[src/sv/bsc_pkg.sv]
// ----------------------------------------------------------------------------
// bsc_pkg
// Types, codes and defaults shared by the safety check core and its checker.
// ----------------------------------------------------------------------------
package bsc_pkg;

   localparam int DEF_MAX_PROCS  = 8;
   localparam int DEF_MAX_RES    = 4;
   localparam int DEF_COUNT_BITS = 8;

   localparam int CSR_DATA_W = 4;
   localparam logic [3:0] NUM_PROCS_RST = 4'd8;
   localparam logic [2:0] NUM_RES_RST   = 3'd4;

   typedef enum logic [1:0] {
      OP_LOAD_ALLOC = 2'd0,
      OP_LOAD_MAX   = 2'd1,
      OP_LOAD_AVAIL = 2'd2,
      OP_REQUEST    = 2'd3
   } op_type;

   typedef enum logic [1:0] {
      STAT_GRANT  = 2'd0,
      STAT_EXCEED = 2'd1,
      STAT_WAIT   = 2'd2,
      STAT_UNSAFE = 2'd3
   } status_type;

   typedef enum logic {
      CSR_NUM_PROCS = 1'b0,
      CSR_NUM_RES   = 1'b1
   } csr_type;

   typedef enum logic [2:0] {
      ST_IDLE,
      ST_CHECK,
      ST_GRANT,
      ST_SCAN,
      ST_ROLLBACK,
      ST_REPLY,
      ST_EMIT
   } state_type;

endpackage

[src/sv/bsc_req_if.sv]
// ----------------------------------------------------------------------------
// bsc_req_if
// Request channel: loads and request elements.
// ----------------------------------------------------------------------------
interface bsc_req_if;
   logic       valid;
   logic       ready;
   logic [1:0] opcode;
   logic [2:0] process_index;
   logic [1:0] resource_index;
   logic [7:0] amount;
   logic       last_element;

   modport source (output valid, opcode, process_index, resource_index, amount,
                   last_element, input ready);
   modport sink   (input valid, opcode, process_index, resource_index, amount,
                   last_element, output ready);
endinterface

[src/sv/bsc_rsp_if.sv]
// ----------------------------------------------------------------------------
// bsc_rsp_if
// Response channel: decision results.
// ----------------------------------------------------------------------------
interface bsc_rsp_if;
   logic       valid;
   logic       ready;
   logic [1:0] status;
   logic [2:0] sequence_process;
   logic       last;

   modport source (output valid, status, sequence_process, last, input ready);
   modport sink   (input valid, status, sequence_process, last, output ready);
endinterface

[src/sv/bankers_safety_check_core.sv]
// ----------------------------------------------------------------------------
// bankers_safety_check_core
// Banker's algorithm resource request engine with safety pass.
// ----------------------------------------------------------------------------
// Use:
//  req_ch transfers loads (allocation, maximum, available) and request
//  elements. A request element with last_element set starts a decision.
//  rsp_ch transfers the results: a safe grant gives one result per process
//  (num_procs held to 1..MAX_PROCS) carrying the safe sequence, every other
//  outcome gives one result with its status. The user must write num_procs
//  and num_res via csr_we/csr_index/csr_wdata only while idle; the block does
//  not enforce this. Loads are written as they are taken. Allocation and
//  maximum sit in two RAMs with registered read data; each resource step is
//  a read phase then a use/write phase. A decision runs the checks, the
//  tentative grant, scan rounds over the unfinished processes (finished ones
//  skipped), a rollback if unsafe, then the results, all bound by the single
//  read address shared by the two RAMs.
// Reset clears the controller, the output register, work and finished marks;
// matrix contents are undefined until loaded. A stalled rsp_ch holds its
// result; req_ch is only taken while the controller is idle.
// ----------------------------------------------------------------------------
module bankers_safety_check_core #(
   parameter int MAX_PROCS  = bsc_pkg::DEF_MAX_PROCS,
   parameter int MAX_RES    = bsc_pkg::DEF_MAX_RES,
   parameter int COUNT_BITS = bsc_pkg::DEF_COUNT_BITS
) (
   input  logic                           clock,
   input  logic                           reset,
   bsc_req_if.sink                        req_ch,
   bsc_rsp_if.source                      rsp_ch,
   input  logic                           csr_we,
   input  logic                           csr_index,
   input  logic [bsc_pkg::CSR_DATA_W-1:0] csr_wdata
);
   import bsc_pkg::*;

   localparam int PB  = (MAX_PROCS > 1) ? $clog2(MAX_PROCS) : 1;
   localparam int RB  = (MAX_RES > 1) ? $clog2(MAX_RES) : 1;
   localparam int PCW = $clog2(MAX_PROCS + 1);
   localparam int RCW = $clog2(MAX_RES + 1);
   localparam int AW  = PB + RB;
   localparam int CB  = COUNT_BITS;
   localparam int WB  = COUNT_BITS + 4;

   // Configuration registers
   logic [3:0] num_procs_ff, num_procs_in;
   logic [2:0] num_res_ff, num_res_in;

   // Controller
   state_type  state_ff, state_in;
   logic       ph_ff, ph_in;               // 0: read issued, 1: data back
   logic [PB-1:0]  p_ff, p_in;             // requesting process
   logic [PB-1:0]  i_ff, i_in;             // scan process
   logic [RB-1:0]  j_ff, j_in;             // resource step
   logic [PCW-1:0] cnt_ff, cnt_in;         // processes finished
   logic           found_ff, found_in;
   logic [PB-1:0]  k_ff, k_in;             // emit position
   status_type     stat_ff, stat_in;

   // Vector state
   logic [CB-1:0] req_buf_ff [MAX_RES];
   logic [CB-1:0] req_buf_in [MAX_RES];
   logic [CB-1:0] avail_ff   [MAX_RES];
   logic [CB-1:0] avail_in   [MAX_RES];
   logic [WB-1:0] work_ff    [MAX_RES];
   logic [WB-1:0] work_in    [MAX_RES];
   logic [WB-1:0] tmp_ff     [MAX_RES];
   logic [WB-1:0] tmp_in     [MAX_RES];
   logic [MAX_PROCS-1:0] fin_ff, fin_in;
   logic [PB-1:0] seq_ff [MAX_PROCS];
   logic [PB-1:0] seq_in [MAX_PROCS];

   // Output register
   logic       out_valid_ff, out_valid_in;
   status_type out_stat_ff, out_stat_in;
   logic [2:0] out_seq_ff, out_seq_in;
   logic       out_last_ff, out_last_in;

   // RAM ports
   logic          alloc_we, max_we;
   logic [AW-1:0] alloc_waddr, max_waddr, raddr;
   logic [CB-1:0] alloc_wdata, max_wdata, rd_alloc, rd_max;

   // Derived
   logic [PCW-1:0] np;
   logic [RCW-1:0] nr;
   logic           accept, out_free, j_last, i_last, k_last;
   logic           p_ok, r_ok;
   logic [PB-1:0]  in_p;
   logic [RB-1:0]  in_r;
   logic [CB-1:0]  in_amt;
   logic [CB-1:0]  need, req_j;
   logic [WB:0]    sum_raw;
   logic [WB-1:0]  sum_sat;

   bsc_ram #(.AW(AW), .DW(CB)) u_alloc_ram (
      .clock (clock),
      .we    (alloc_we),
      .waddr (alloc_waddr),
      .wdata (alloc_wdata),
      .raddr (raddr),
      .rdata (rd_alloc)
   );

   bsc_ram #(.AW(AW), .DW(CB)) u_max_ram (
      .clock (clock),
      .we    (max_we),
      .waddr (max_waddr),
      .wdata (max_wdata),
      .raddr (raddr),
      .rdata (rd_max)
   );

   // Effective counts, saturated into range
   always_comb begin
      if (num_procs_ff == 4'd0) begin
         np = PCW'(1);
      end else if (32'(num_procs_ff) > MAX_PROCS) begin
         np = PCW'(MAX_PROCS);
      end else begin
         np = PCW'(num_procs_ff);
      end
      if (num_res_ff == 3'd0) begin
         nr = RCW'(1);
      end else if (32'(num_res_ff) > MAX_RES) begin
         nr = RCW'(MAX_RES);
      end else begin
         nr = RCW'(num_res_ff);
      end
   end

   assign accept   = req_ch.valid && req_ch.ready;
   assign out_free = !out_valid_ff || rsp_ch.ready;
   assign j_last   = (RCW'(j_ff) + RCW'(1)) == nr;
   assign i_last   = (PCW'(i_ff) + PCW'(1)) == np;
   assign k_last   = (PCW'(k_ff) + PCW'(1)) == np;
   assign p_ok     = 32'(req_ch.process_index) < MAX_PROCS;
   assign r_ok     = 32'(req_ch.resource_index) < MAX_RES;
   assign in_p     = PB'(req_ch.process_index);
   assign in_r     = RB'(req_ch.resource_index);
   assign in_amt   = CB'(req_ch.amount);

   // Shared read address: requester row during check/grant/rollback
   assign raddr = (state_ff == ST_SCAN) ? {i_ff, j_ff} : {p_ff, j_ff};
   assign need  = (rd_max > rd_alloc) ? (rd_max - rd_alloc) : '0;
   assign req_j = req_buf_ff[j_ff];

   // Saturating work update for the scan
   assign sum_raw = {1'b0, work_ff[j_ff]} + (WB+1)'(rd_alloc);
   assign sum_sat = sum_raw[WB] ? '1 : sum_raw[WB-1:0];

   // Next state
   always_comb begin
      state_in = state_ff;
      unique case (state_ff)
         ST_IDLE: begin
            if (accept && req_ch.opcode == OP_REQUEST && req_ch.last_element) begin
               if (PCW'(req_ch.process_index) >= np || !p_ok) begin
                  state_in = ST_REPLY;
               end else begin
                  state_in = ST_CHECK;
               end
            end
         end
         ST_CHECK: begin
            if (ph_ff) begin
               if (req_j > need || req_j > avail_ff[j_ff]) begin
                  state_in = ST_REPLY;
               end else if (j_last) begin
                  state_in = ST_GRANT;
               end
            end
         end
         ST_GRANT: begin
            if (ph_ff && j_last) begin
               state_in = ST_SCAN;
            end
         end
         ST_SCAN: begin
            if (i_last && (fin_ff[i_ff] || ph_ff && (need > work_ff[j_ff] || j_last))) begin
               if (cnt_in == np) begin
                  state_in = ST_EMIT;
               end else if (!found_ff && cnt_in == cnt_ff) begin
                  // nobody finished in this round
                  state_in = ST_ROLLBACK;
               end
            end
         end
         ST_ROLLBACK: begin
            if (ph_ff && j_last) begin
               state_in = ST_REPLY;
            end
         end
         ST_REPLY: begin
            if (out_free) begin
               state_in = ST_IDLE;
            end
         end
         ST_EMIT: begin
            if (out_free && k_last) begin
               state_in = ST_IDLE;
            end
         end
         default: state_in = ST_IDLE;
      endcase
   end

   // Datapath and outputs
   always_comb begin
      logic next_proc;
      next_proc = 1'b0;

      num_procs_in = num_procs_ff;
      num_res_in   = num_res_ff;
      ph_in    = 1'b0;
      p_in     = p_ff;
      i_in     = i_ff;
      j_in     = j_ff;
      cnt_in   = cnt_ff;
      found_in = found_ff;
      k_in     = k_ff;
      stat_in  = stat_ff;
      req_buf_in = req_buf_ff;
      avail_in   = avail_ff;
      work_in    = work_ff;
      tmp_in     = tmp_ff;
      fin_in     = fin_ff;
      seq_in     = seq_ff;
      out_valid_in = out_valid_ff && !rsp_ch.ready;
      out_stat_in  = out_stat_ff;
      out_seq_in   = out_seq_ff;
      out_last_in  = out_last_ff;
      alloc_we    = 1'b0;
      alloc_waddr = {in_p, in_r};
      alloc_wdata = in_amt;
      max_we      = 1'b0;
      max_waddr   = {in_p, in_r};
      max_wdata   = in_amt;

      if (csr_we) begin
         unique case (csr_type'(csr_index))
            CSR_NUM_PROCS: num_procs_in = csr_wdata;
            CSR_NUM_RES:   num_res_in   = csr_wdata[2:0];
            default: ;
         endcase
      end

      unique case (state_ff)
         ST_IDLE: begin
            if (accept) begin
               case (op_type'(req_ch.opcode))
                  OP_LOAD_ALLOC: alloc_we = p_ok && r_ok;
                  OP_LOAD_MAX:   max_we   = p_ok && r_ok;
                  OP_LOAD_AVAIL: begin
                     if (r_ok) begin
                        avail_in[in_r] = in_amt;
                     end
                  end
                  default: begin
                     if (p_ok && r_ok) begin
                        req_buf_in[in_r] = in_amt;
                     end
                     p_in    = in_p;
                     j_in    = '0;
                     stat_in = STAT_EXCEED;
                  end
               endcase
            end
         end
         ST_CHECK: begin
            ph_in = !ph_ff;
            if (ph_ff) begin
               if (req_j > need) begin
                  stat_in = STAT_EXCEED;
               end else if (req_j > avail_ff[j_ff]) begin
                  stat_in = STAT_WAIT;
               end else begin
                  j_in = j_last ? '0 : j_ff + RB'(1);
               end
            end
         end
         ST_GRANT: begin
            ph_in = !ph_ff;
            if (ph_ff) begin
               alloc_we    = 1'b1;
               alloc_waddr = {p_ff, j_ff};
               alloc_wdata = rd_alloc + req_j;
               avail_in[j_ff] = avail_ff[j_ff] - req_j;
               work_in[j_ff]  = WB'(avail_ff[j_ff] - req_j);
               j_in = j_last ? '0 : j_ff + RB'(1);
               if (j_last) begin
                  i_in     = '0;
                  cnt_in   = '0;
                  found_in = 1'b0;
                  fin_in   = '0;
               end
            end
         end
         ST_SCAN: begin
            if (fin_ff[i_ff]) begin
               next_proc = 1'b1;
            end else begin
               ph_in = !ph_ff;
               if (ph_ff) begin
                  if (need > work_ff[j_ff]) begin
                     next_proc = 1'b1;
                  end else if (j_last) begin
                     // process fits: commit the accumulated work
                     for (int r = 0; r < MAX_RES; r++) begin
                        work_in[r] = tmp_ff[r];
                     end
                     work_in[j_ff]  = sum_sat;
                     fin_in[i_ff]   = 1'b1;
                     seq_in[cnt_ff[PB-1:0]] = i_ff;
                     cnt_in   = cnt_ff + PCW'(1);
                     found_in = 1'b1;
                     next_proc = 1'b1;
                  end else begin
                     tmp_in[j_ff] = sum_sat;
                     j_in = j_ff + RB'(1);
                  end
               end
            end
            if (next_proc) begin
               ph_in = 1'b0;
               j_in  = '0;
               if (i_last) begin
                  i_in = '0;
                  if (cnt_in != np && found_in) begin
                     found_in = 1'b0;
                  end
               end else begin
                  i_in = i_ff + PB'(1);
               end
               k_in = '0;
            end
         end
         ST_ROLLBACK: begin
            ph_in = !ph_ff;
            if (ph_ff) begin
               alloc_we    = 1'b1;
               alloc_waddr = {p_ff, j_ff};
               alloc_wdata = rd_alloc - req_j;
               avail_in[j_ff] = avail_ff[j_ff] + req_j;
               j_in = j_last ? '0 : j_ff + RB'(1);
               stat_in = STAT_UNSAFE;
            end
         end
         ST_REPLY: begin
            if (out_free) begin
               out_valid_in = 1'b1;
               out_stat_in  = stat_ff;
               out_seq_in   = 3'd0;
               out_last_in  = 1'b1;
            end
         end
         ST_EMIT: begin
            if (out_free) begin
               out_valid_in = 1'b1;
               out_stat_in  = STAT_GRANT;
               out_seq_in   = 3'(seq_ff[k_ff]);
               out_last_in  = k_last;
               k_in = k_ff + PB'(1);
            end
         end
         default: ;
      endcase
   end

   always_ff @(posedge clock) begin
      if (reset) begin
         state_ff     <= ST_IDLE;
         ph_ff        <= 1'b0;
         num_procs_ff <= NUM_PROCS_RST;
         num_res_ff   <= NUM_RES_RST;
         out_valid_ff <= 1'b0;
         fin_ff       <= '0;
         for (int r = 0; r < MAX_RES; r++) begin
            work_ff[r] <= '0;
         end
      end else begin
         state_ff     <= state_in;
         ph_ff        <= ph_in;
         num_procs_ff <= num_procs_in;
         num_res_ff   <= num_res_in;
         out_valid_ff <= out_valid_in;
         fin_ff       <= fin_in;
         work_ff      <= work_in;
      end
   end

   always_ff @(posedge clock) begin
      p_ff       <= p_in;
      i_ff       <= i_in;
      j_ff       <= j_in;
      cnt_ff     <= cnt_in;
      found_ff   <= found_in;
      k_ff       <= k_in;
      stat_ff    <= stat_in;
      req_buf_ff <= req_buf_in;
      avail_ff   <= avail_in;
      tmp_ff     <= tmp_in;
      seq_ff     <= seq_in;
      out_stat_ff <= out_stat_in;
      out_seq_ff  <= out_seq_in;
      out_last_ff <= out_last_in;
   end

   // Only loads and request elements are taken while idle
   assign req_ch.ready = (state_ff == ST_IDLE);

   assign rsp_ch.valid            = out_valid_ff;
   assign rsp_ch.status           = out_stat_ff;
   assign rsp_ch.sequence_process = out_seq_ff;
   assign rsp_ch.last             = out_last_ff;
endmodule

[src/sv/bsc_ram.sv]
// ----------------------------------------------------------------------------
// bsc_ram
// One write port, one read port, registered read data.
// ----------------------------------------------------------------------------
module bsc_ram #(
   parameter int AW = 5,
   parameter int DW = 8
) (
   input  logic          clock,
   input  logic          we,
   input  logic [AW-1:0] waddr,
   input  logic [DW-1:0] wdata,
   input  logic [AW-1:0] raddr,
   output logic [DW-1:0] rdata
);
   logic [DW-1:0] mem [2**AW];
   logic [DW-1:0] rdata_ff;

   always_ff @(posedge clock) begin
      if (we) begin
         mem[waddr] <= wdata;
      end
      rdata_ff <= mem[raddr];
   end

   assign rdata = rdata_ff;
endmodule

[src/flat_wrapper.sv]
// flat-port wrapper written by rule: the top's interface ports become plain ports
module bankers_safety_check_core_flat import bsc_pkg::*;
#(
   parameter int MAX_PROCS  = bsc_pkg::DEF_MAX_PROCS,
   parameter int MAX_RES    = bsc_pkg::DEF_MAX_RES,
   parameter int COUNT_BITS = bsc_pkg::DEF_COUNT_BITS
)
  (clock, reset, csr_we, csr_index, csr_wdata, req_ch_valid, req_ch_opcode, req_ch_process_index, req_ch_resource_index, req_ch_amount, req_ch_last_element, req_ch_ready, rsp_ch_valid, rsp_ch_status, rsp_ch_sequence_process, rsp_ch_last, rsp_ch_ready);
  bsc_req_if req_ch_i ();
  bsc_rsp_if rsp_ch_i ();
  input  logic clock;
  input  logic reset;
  input  logic csr_we;
  input  logic csr_index;
  input  logic [bsc_pkg::CSR_DATA_W-1:0] csr_wdata;
  input wire logic [$bits(req_ch_i.valid)-1:0] req_ch_valid;
  input wire logic [$bits(req_ch_i.opcode)-1:0] req_ch_opcode;
  input wire logic [$bits(req_ch_i.process_index)-1:0] req_ch_process_index;
  input wire logic [$bits(req_ch_i.resource_index)-1:0] req_ch_resource_index;
  input wire logic [$bits(req_ch_i.amount)-1:0] req_ch_amount;
  input wire logic [$bits(req_ch_i.last_element)-1:0] req_ch_last_element;
  output wire logic [$bits(req_ch_i.ready)-1:0] req_ch_ready;
  output wire logic [$bits(rsp_ch_i.valid)-1:0] rsp_ch_valid;
  output wire logic [$bits(rsp_ch_i.status)-1:0] rsp_ch_status;
  output wire logic [$bits(rsp_ch_i.sequence_process)-1:0] rsp_ch_sequence_process;
  output wire logic [$bits(rsp_ch_i.last)-1:0] rsp_ch_last;
  input wire logic [$bits(rsp_ch_i.ready)-1:0] rsp_ch_ready;
  assign req_ch_i.valid = req_ch_valid;
  assign req_ch_i.opcode = req_ch_opcode;
  assign req_ch_i.process_index = req_ch_process_index;
  assign req_ch_i.resource_index = req_ch_resource_index;
  assign req_ch_i.amount = req_ch_amount;
  assign req_ch_i.last_element = req_ch_last_element;
  assign req_ch_ready = req_ch_i.ready;
  assign rsp_ch_valid = rsp_ch_i.valid;
  assign rsp_ch_status = rsp_ch_i.status;
  assign rsp_ch_sequence_process = rsp_ch_i.sequence_process;
  assign rsp_ch_last = rsp_ch_i.last;
  assign rsp_ch_i.ready = rsp_ch_ready;
  bankers_safety_check_core #(.MAX_PROCS(MAX_PROCS), .MAX_RES(MAX_RES), .COUNT_BITS(COUNT_BITS)) u_core (.clock(clock), .reset(reset), .req_ch(req_ch_i), .rsp_ch(rsp_ch_i), .csr_we(csr_we), .csr_index(csr_index), .csr_wdata(csr_wdata));
endmodule
[config.mk]
export PLATFORM = sky130hd
export DESIGN_NAME = bankers_safety_check_core_flat
export DESIGN_NICKNAME = d
export VERILOG_FILES = /design/src/sv/bsc_pkg.sv /design/src/sv/bsc_req_if.sv /design/src/sv/bsc_rsp_if.sv /design/src/sv/bankers_safety_check_core.sv /design/src/sv/bsc_ram.sv /design/src/flat_wrapper.sv
export SDC_FILE = /design/constraint.sdc
export NUM_CORES = 1
export LEC_CHECK = 0
export ABC_CLOCK_PERIOD_IN_PS = 7700
export CORE_MARGIN = 2
export CORE_UTILIZATION = 30
export CTS_CLUSTER_DIAMETER = 60
export CTS_CLUSTER_SIZE = 40
export DETAILED_ROUTE_END_ITERATION = 10
export DONT_BUFFER_PORTS = 1
export PLACE_DENSITY_LB_ADDON = 0.1
export SYNTH_ARGS = -nofsm -noshare
export SYNTH_HDL_FRONTEND = slang
export SYNTH_SLANG_ARGS = --single-unit
[constraint.sdc]
create_clock -name clock -period 7.7 [get_ports clock]
set_input_delay 1.155 -clock clock [delete_from_list [all_inputs] [get_ports clock]]
set_output_delay 1.155 -clock clock [all_outputs]
set_load 0.01 [all_outputs]
Yosys cells after proc, flatten, opt, wreduce, memory -nomap -nowiden
Memory sizes are Yosys's and may differ from the RTL's. A register that Yosys moved wholly into a read port is not among the register bits.
Index checks and enable logic that the tools add are counted.
Widths: inputs -> output; s select.
{"block": "classes", "n_addsub": 14, "magnitude_cmp": 16, "eq_ne": 44, "mux": 150, "n_bitwise": 10, "n_reduce_logical": 51}
{"operator": "$mux 48", "count": 5}
{"operator": "$bwmux 32", "count": 4}
{"operator": "$mux 32", "count": 4}
{"operator": "$mux 8", "count": 15}
{"operator": "$bwmux 48", "count": 2}
{"operator": "$pmux 32 s3", "count": 1}
{"operator": "$pmux 48 s2", "count": 1}
{"operator": "$mux 3", "count": 24}
{"operator": "$mux 12", "count": 4}
{"operator": "$mux 2", "count": 20}
{"operator": "$mux 4", "count": 9}
{"operator": "$mux 1", "count": 33}
{"operator": "$bmux 8 s2", "count": 2}
{"operator": "$demux 8 s2", "count": 2}
{"operator": "$pmux 8 s2", "count": 2}
{"operator": "$bmux 12 s2", "count": 1}
{"operator": "$bwmux 24", "count": 1}
{"operator": "$demux 12 s2", "count": 1}
{"operator": "$gt 8x8->1", "count": 3}
{"operator": "$ne 2x1->1 const B", "count": 12}
{"operator": "$sub 8x8->8", "count": 3}
{"operator": "$pmux 3 s7", "count": 1}
{"operator": "$ne 2x2->1 const B", "count": 10}
{"operator": "$pmux 3 s2", "count": 3}
{"operator": "62 further kinds", "count": 122}
{"block": "totals", "regBits": 228, "ramBits": 512, "n_memories": 2}
{"name": "u_core.u_alloc_ram.mem", "words": 32, "width": 8, "rd": 1, "rd_ports_with_merged_regs": 1, "wr": 1, "line_no": "bsc_ram.sv:16", "source": "logic [DW-1:0] mem [2**AW];"}
{"name": "u_core.u_max_ram.mem", "words": 32, "width": 8, "rd": 1, "rd_ports_with_merged_regs": 1, "wr": 1, "line_no": "bsc_ram.sv:16"}

Depth between registers and ports, before layout
{"block": "depth", "word_depth": 16, "ltp_mapped": 21}

By module
Synthesis repeated with hierarchy kept, for this count alone.
{"block": "unflattened", "hier_cells": 2190, "hier_area_um2": 34006.4}
{"module": "bsc_ram", "n_inst": 2, "cells_per_inst": 417, "area_per_inst_um2": 10053.4}
{"module": "bankers_safety_check_core", "n_inst": 1, "cells_per_inst": 1356, "area_per_inst_um2": 13899.6}

Worst setup path before layout
Ideal clock, no wire load.
{"block": "synth_timing", "path_type": "flip-flop to flip-flop", "from": "reg u_core.j_ff[0]", "to": "reg u_core.state_ff[1]", "arrival_ns": 5.241, "t_required_ns": 7.612, "path_slack_ns": 2.371, "stages_incl_launch_ff": 22, "n_path_buf": 5, "period_less_slack_ns": 5.329, "cell_sequence": "edfxtp_1 > buf_6 > clkbuf_1 > buf_2 > buf_2 > buf_1 > inv_1 > ha_1 > nor3_1 > a31oi_1 > o31ai_1 > inv_1 > ha_1 > mux2_2 > a21oi_1 > nor3_1 > a221oi_1 > o221ai_1 > a211oi_1 > nand3_1 > or3_1 > a311oi_2"}
{"block": "synth_between", "elab_chain_cells": 14, "elab_cells_between_ends": 43, "classes_between": "add/sub (1); order compare (3); eq/ne (8); mux (22); bitwise (1); reduce/logical (8)"}
{"item": "from (decl)", "line_no": "bankers_safety_check_core.sv:54", "source": "logic [RB-1:0] j_ff, j_in;"}
{"item": "from (signal assigned)", "line_no": "bankers_safety_check_core.sv:395", "source": "j_ff <= j_in;"}
{"item": "$not 2->3 (implied by the code)"}
{"item": "$bmux 12 s2", "line_no": "bankers_safety_check_core.sv:180, bankers_safety_check_core.sv:305"}
{"item": "$mux 12 (implied by the code) (2 in series)", "line_no": "bankers_safety_check_core.sv:180, bankers_safety_check_core.sv:305"}
{"item": "$gt 8x12->1", "line_no": "bankers_safety_check_core.sv:180, bankers_safety_check_core.sv:305"}
{"item": "$mux 4", "line_no": "bankers_safety_check_core.sv:305", "source": "if (need > work_ff[j_ff]) begin"}
{"item": "$mux 4", "line_no": "bankers_safety_check_core.sv:304", "source": "if (ph_ff) begin"}
{"item": "$mux 4", "line_no": "bankers_safety_check_core.sv:300", "source": "if (fin_ff[i_ff]) begin"}
{"item": "$mux 4", "line_no": "bankers_safety_check_core.sv:248", "source": "unique case (state_ff)"}
{"item": "$pmux 4 s2", "line_no": "bankers_safety_check_core.sv:248"}
{"item": "$eq 4x4->1, on equally long branches", "line_no": "bankers_safety_check_core.sv:181, bankers_safety_check_core.sv:183"}
{"item": "$mux 3 or $logic_and 1x1->1 (tied branches)", "line_no": "bankers_safety_check_core.sv:181, bankers_safety_check_core.sv:183"}
{"item": "$mux 3 or $ne 3x3->1 (tied branches)"}
{"item": "$pmux 3 s7 or $reduce_and 9->1 (tied branches)"}
{"item": "to (signal assigned)", "line_no": "bankers_safety_check_core.sv:382", "source": "state_ff <= state_in;"}
{"item": "to (decl)", "line_no": "bankers_safety_check_core.sv:50", "source": "state_type state_ff, state_in;"}
Parallel ways exist; a longest one is shown, timed or not. The select of a mux whose other input is x is not followed.
A chain may end at the register's enable or synchronous reset.

Worst setup path in the final report
{"block": "layout_timing", "from": "reg u_core.j_ff[1]", "to": "reg u_core.work_ff[39] (netlist name)"}
{"block": "layout_between", "elab_chain_cells": 12, "elab_cells_between_ends": 32, "classes_between": "add/sub (3); order compare (3); eq/ne (3); mux (20); bitwise (1); reduce/logical (2)"}
{"item": "$not 2->3 (implied by the code)"}
{"item": "$bmux 12 s2", "line_no": "bankers_safety_check_core.sv:149, bankers_safety_check_core.sv:305"}
{"item": "$mux 12 (implied by the code) (2 in series)", "line_no": "bankers_safety_check_core.sv:149, bankers_safety_check_core.sv:305"}
{"item": "$add 12x8->13", "line_no": "bankers_safety_check_core.sv:149", "source": "assign sum_raw = {1'b0, work_ff[j_ff]} + (WB+1)'(rd_alloc);"}
{"item": "$mux 12", "line_no": "bankers_safety_check_core.sv:150", "source": "assign sum_sat = sum_raw[WB] ? '1 : sum_raw[WB-1:0];"}
{"item": "$bwmux 48", "line_no": "bankers_safety_check_core.sv:312", "source": "work_in[j_ff] = sum_sat;"}
{"item": "$mux 48", "line_no": "bankers_safety_check_core.sv:307", "source": "end else if (j_last) begin"}
{"item": "$mux 48", "line_no": "bankers_safety_check_core.sv:305"}
{"item": "$mux 48", "line_no": "bankers_safety_check_core.sv:304"}
{"item": "$mux 48", "line_no": "bankers_safety_check_core.sv:300"}
{"item": "$pmux 48 s2", "line_no": "bankers_safety_check_core.sv:248"}
{"item": "to (signal assigned)", "line_no": "bankers_safety_check_core.sv:388", "source": "work_ff <= work_in;"}
{"item": "to (decl)", "line_no": "bankers_safety_check_core.sv:65", "source": "logic [WB-1:0] work_ff [MAX_RES];"}
Parallel ways exist; a longest one is shown, timed or not. The select of a mux whose other input is x is not followed.

==> impl_metrics.toml <==
[outcome]
outcome = "complete, no violations"

[sta]
rsz0062_at_grt = "no"
fin_crit_sh_pct = 71.7
final.min_clock_period_ps = 5520
slew_violations = 0
worstMarginPinSlew_ps = 1160
tns_ps = 0
fin_skew_ps = 36.1
finalHoldViolations = 0
setup_viol = 0
fmax_ghz = 0.181
fin_ws_ps = 2180
relSlewSlack_pct = 22.0

[global_route]
grt.total_usage_pct = 16.5
grt_pass1_vias = 20100
antenna_found_initial = 0
grt_pass1_wl_um = 141000
grt_max_degree = 129
overflow = 0

[routing]
wire_per_inst_um = 25.1
firstDrtPassIters = 6
viasPerCell = 5.18
vias = 19700
drcViolationCount = 0
drt_iter0_markers = 2049
wirelength_um = 95700
final_antenna_net_count = 0

[placed_design]
gp_congestion = 0.828
dp_hpwl_um = 61700
dp_slack_ps = 2200
portBuffers = 0

[synthesis]
synth.yosys.warnings = 0
syn_area_per_cell_um2 = 15.1
ys_seq_area_share_pct = 64.4
synth_edf_count = 668
netlist-cell-type-count = 80
ys_seq_elements = 756
synthCells = 2243
ys.flop_type = "edfxtp_1"
netlist_area_um2 = 33900
async_flop_share_pct = 0
synth_nets = 2345

[power]
p_per_area_nw_per_um2 = 348
ir_drop_uv = 226
cellLeakagePower_nw = 12.4

[clocking]
cts_resized = 0
htreeDepth = 3
cts_hold_buf = 0
postCtsSetupRepairBufs = 0
tritoncts = "done"
clock_latency_ps = 660
cts_buffers = 82
root_buffer = "clkbuf_16"
clk_pin_slew_worst_paths_ps = 70
clockBufferDepth = 3
numClockSinks = 756

[critical_path]
crit_arrival_ps = 6060
worst_r2r_path_depth = 15
crit_path_end_kind = "register"
path_max_fanout = 16
cp.required_ps = 8250
critPathLaunchType = "register"
criticalPathCategory = "register to register"

[min_path]
worstHoldPathCells = 2
worstHoldPathType = "register to register"

[floorplan]
dieArea_um2 = 116000
num_rows = 123
ios = 34
fp.dieW_um = 340
initial_utilization_pct = 30.2
core_area_um2 = 112000
die-height_um = 340

[finish]
nNetsFinal = 2337
synthToLayoutAreaGrowth_pct = 13.6
drive_gt1_share_pct = 18.9
fillers = 10700

[job]
drv_cap = 0
## power breakdown
part	leakage, nW	internal (W)	switching, W
clock network	1.39	0.00230	0.00189
registers	6.68	0.00467	0.000176
logic	4.35	0.00167	0.00270
total	12.4	0.00864	0.00476
## stage by stage
stage                     hold slack [ps]  instance area [um2]  total power, W  util, %  std cells
after global routing                  507                38500          0.0141     34.3       3805
after global placement                446                35600         0.00930     31.7       3650
after CTS                             476                38500          0.0136     34.3       3805
final                                 473                38500          0.0134     34.3       3806
after detailed placement              458                35600         0.00933     31.7       3651
after floorplan                       429                33900         0.00795        -       2243
## routing by layer
metal  up-vias  track usage, %  wire length [um]
met3       122            2.52              4130
met1     10200            23.3             43900
met4         0            4.32              2070
met5         -               0                 0
li1       8850               -                 -
met2       506            26.5             45600
## registers in the layout, summed over array words and instances (netlist names), 8 cells and up
name                      flops
u_core.work_ff               48
u_core.u_alloc_ram.rdata      8
u_core.seq_ff                24
u_core.u_max_ram.rdata        8
u_core.fin_ff                 8
u_core.u_alloc_ram.mem      256
u_core.avail_ff              32
u_core.tmp_ff                48
u_core.u_max_ram.mem        256
u_core.req_buf_ff            32
## critical path: stages, from the launching register on
cell,delay [ps]
edfxtp_1,870
buf_4,490
mux4_2,350
ha_1,190
inv_1,60
fa_1,430
nor2b_1,110
o21ai_0,130
a21boi_0,270
o21ai_0,150
a221oi_1,650
and4_1,620
nor2_1,230
a21oi_1,380
a21oi_1,180
a211oi_1,280
## synthesized netlist by cell type (all sizes together), types with 7 or more instances
library cell / count / area [um2]
edfxtp: 668 / 20100
nor2: 248 / 931
mux4: 194 / 4370
a21oi: 127 / 666
clkbuf: 100 / 377
inv: 96 / 360
nand2: 91 / 344
dfxtp: 88 / 1760
ha: 70 / 876
nor3: 62 / 310
o21ai: 53 / 265
a221oi: 38 / 339
nand3: 32 / 160
mux2: 29 / 327
a211oi: 28 / 215
buf: 24 / 108
and3: 23 / 144
a222oi: 22 / 220
nor2b: 19 / 119
xnor2: 19 / 166
and2: 17 / 106
o21bai: 16 / 124
nand2b: 15 / 93.8
mux2i: 14 / 153
a21o: 13 / 97.6
o22ai: 11 / 68.8
xor2: 11 / 96.3
a31oi: 9 / 71.3
a22oi: 7 / 52.6
nand4: 7 / 43.8
o221ai: 7 / 61.3
o31ai: 7 / 57.6
## cells in the final DEF, fill, tap and decap left out, types with 11 or more instances in the layout
cell and n:
nand2_1 90, inv_1 95, nand2b_1 15, and3_1 22
and2_1 17, xor2_1 11, inv_6 16, a211oi_1 27
a222oi_1 22, ha_1 66, nor2_1 247, a221oi_1 37
mux2i_1 11, edfxtp_1 668, nand3_1 32, dfxtp_1 88
clkbuf_16 85, o22ai_1 11, o21ai_0 48, nor3_1 62
mux2_2 29, xnor2_1 19, buf_4 31, o21bai_1 15
nor2b_1 19, mux4_2 194, a21oi_1 120, a21o_1 13
## worst paths after layout
path | start | slack (ps) | end
setup / recovery | u_core.j_ff[1]$_SDFFCE_PP0P_ | 2180 | u_core.work_ff[39]$_SDFFE_PP0P_
hold / removal | u_core.fin_ff[6]$_SDFFE_PP0P_ | 470 | u_core.fin_ff[6]$_SDFFE_PP0P_
setup reg to reg | u_core.j_ff[1]$_SDFFCE_PP0P_ | 2180 | u_core.work_ff[39]$_SDFFE_PP0P_
hold reg to reg | u_core.fin_ff[6]$_SDFFE_PP0P_ | 470 | u_core.fin_ff[6]$_SDFFE_PP0P_
## cell families after synthesis
group / Yosys count / synth area share (%)
flops: 756 / 64.4
buf+inv: 222 / 2.51
xor+xnor: 30 / 0.776
compound gates: 390 / 8.02
simple gates: 532 / 7.03
fa+ha+maj: 76 / 2.94
mux: 237 / 14.3
## area by class of cell
class,count,area [um2],area share [%]
antenna,1,2.50,0.00650
sequential,756,21800,56.7
clock inverter,62,746,1.94
clock buffer,92,2150,5.60
multi-input combinational,1265,11300,29.3
tap,1500,1880,4.88
timing repair buffer,32,253,0.657
inverter,98,368,0.956
Note: power is estimated with default switching activity, not from simulation.
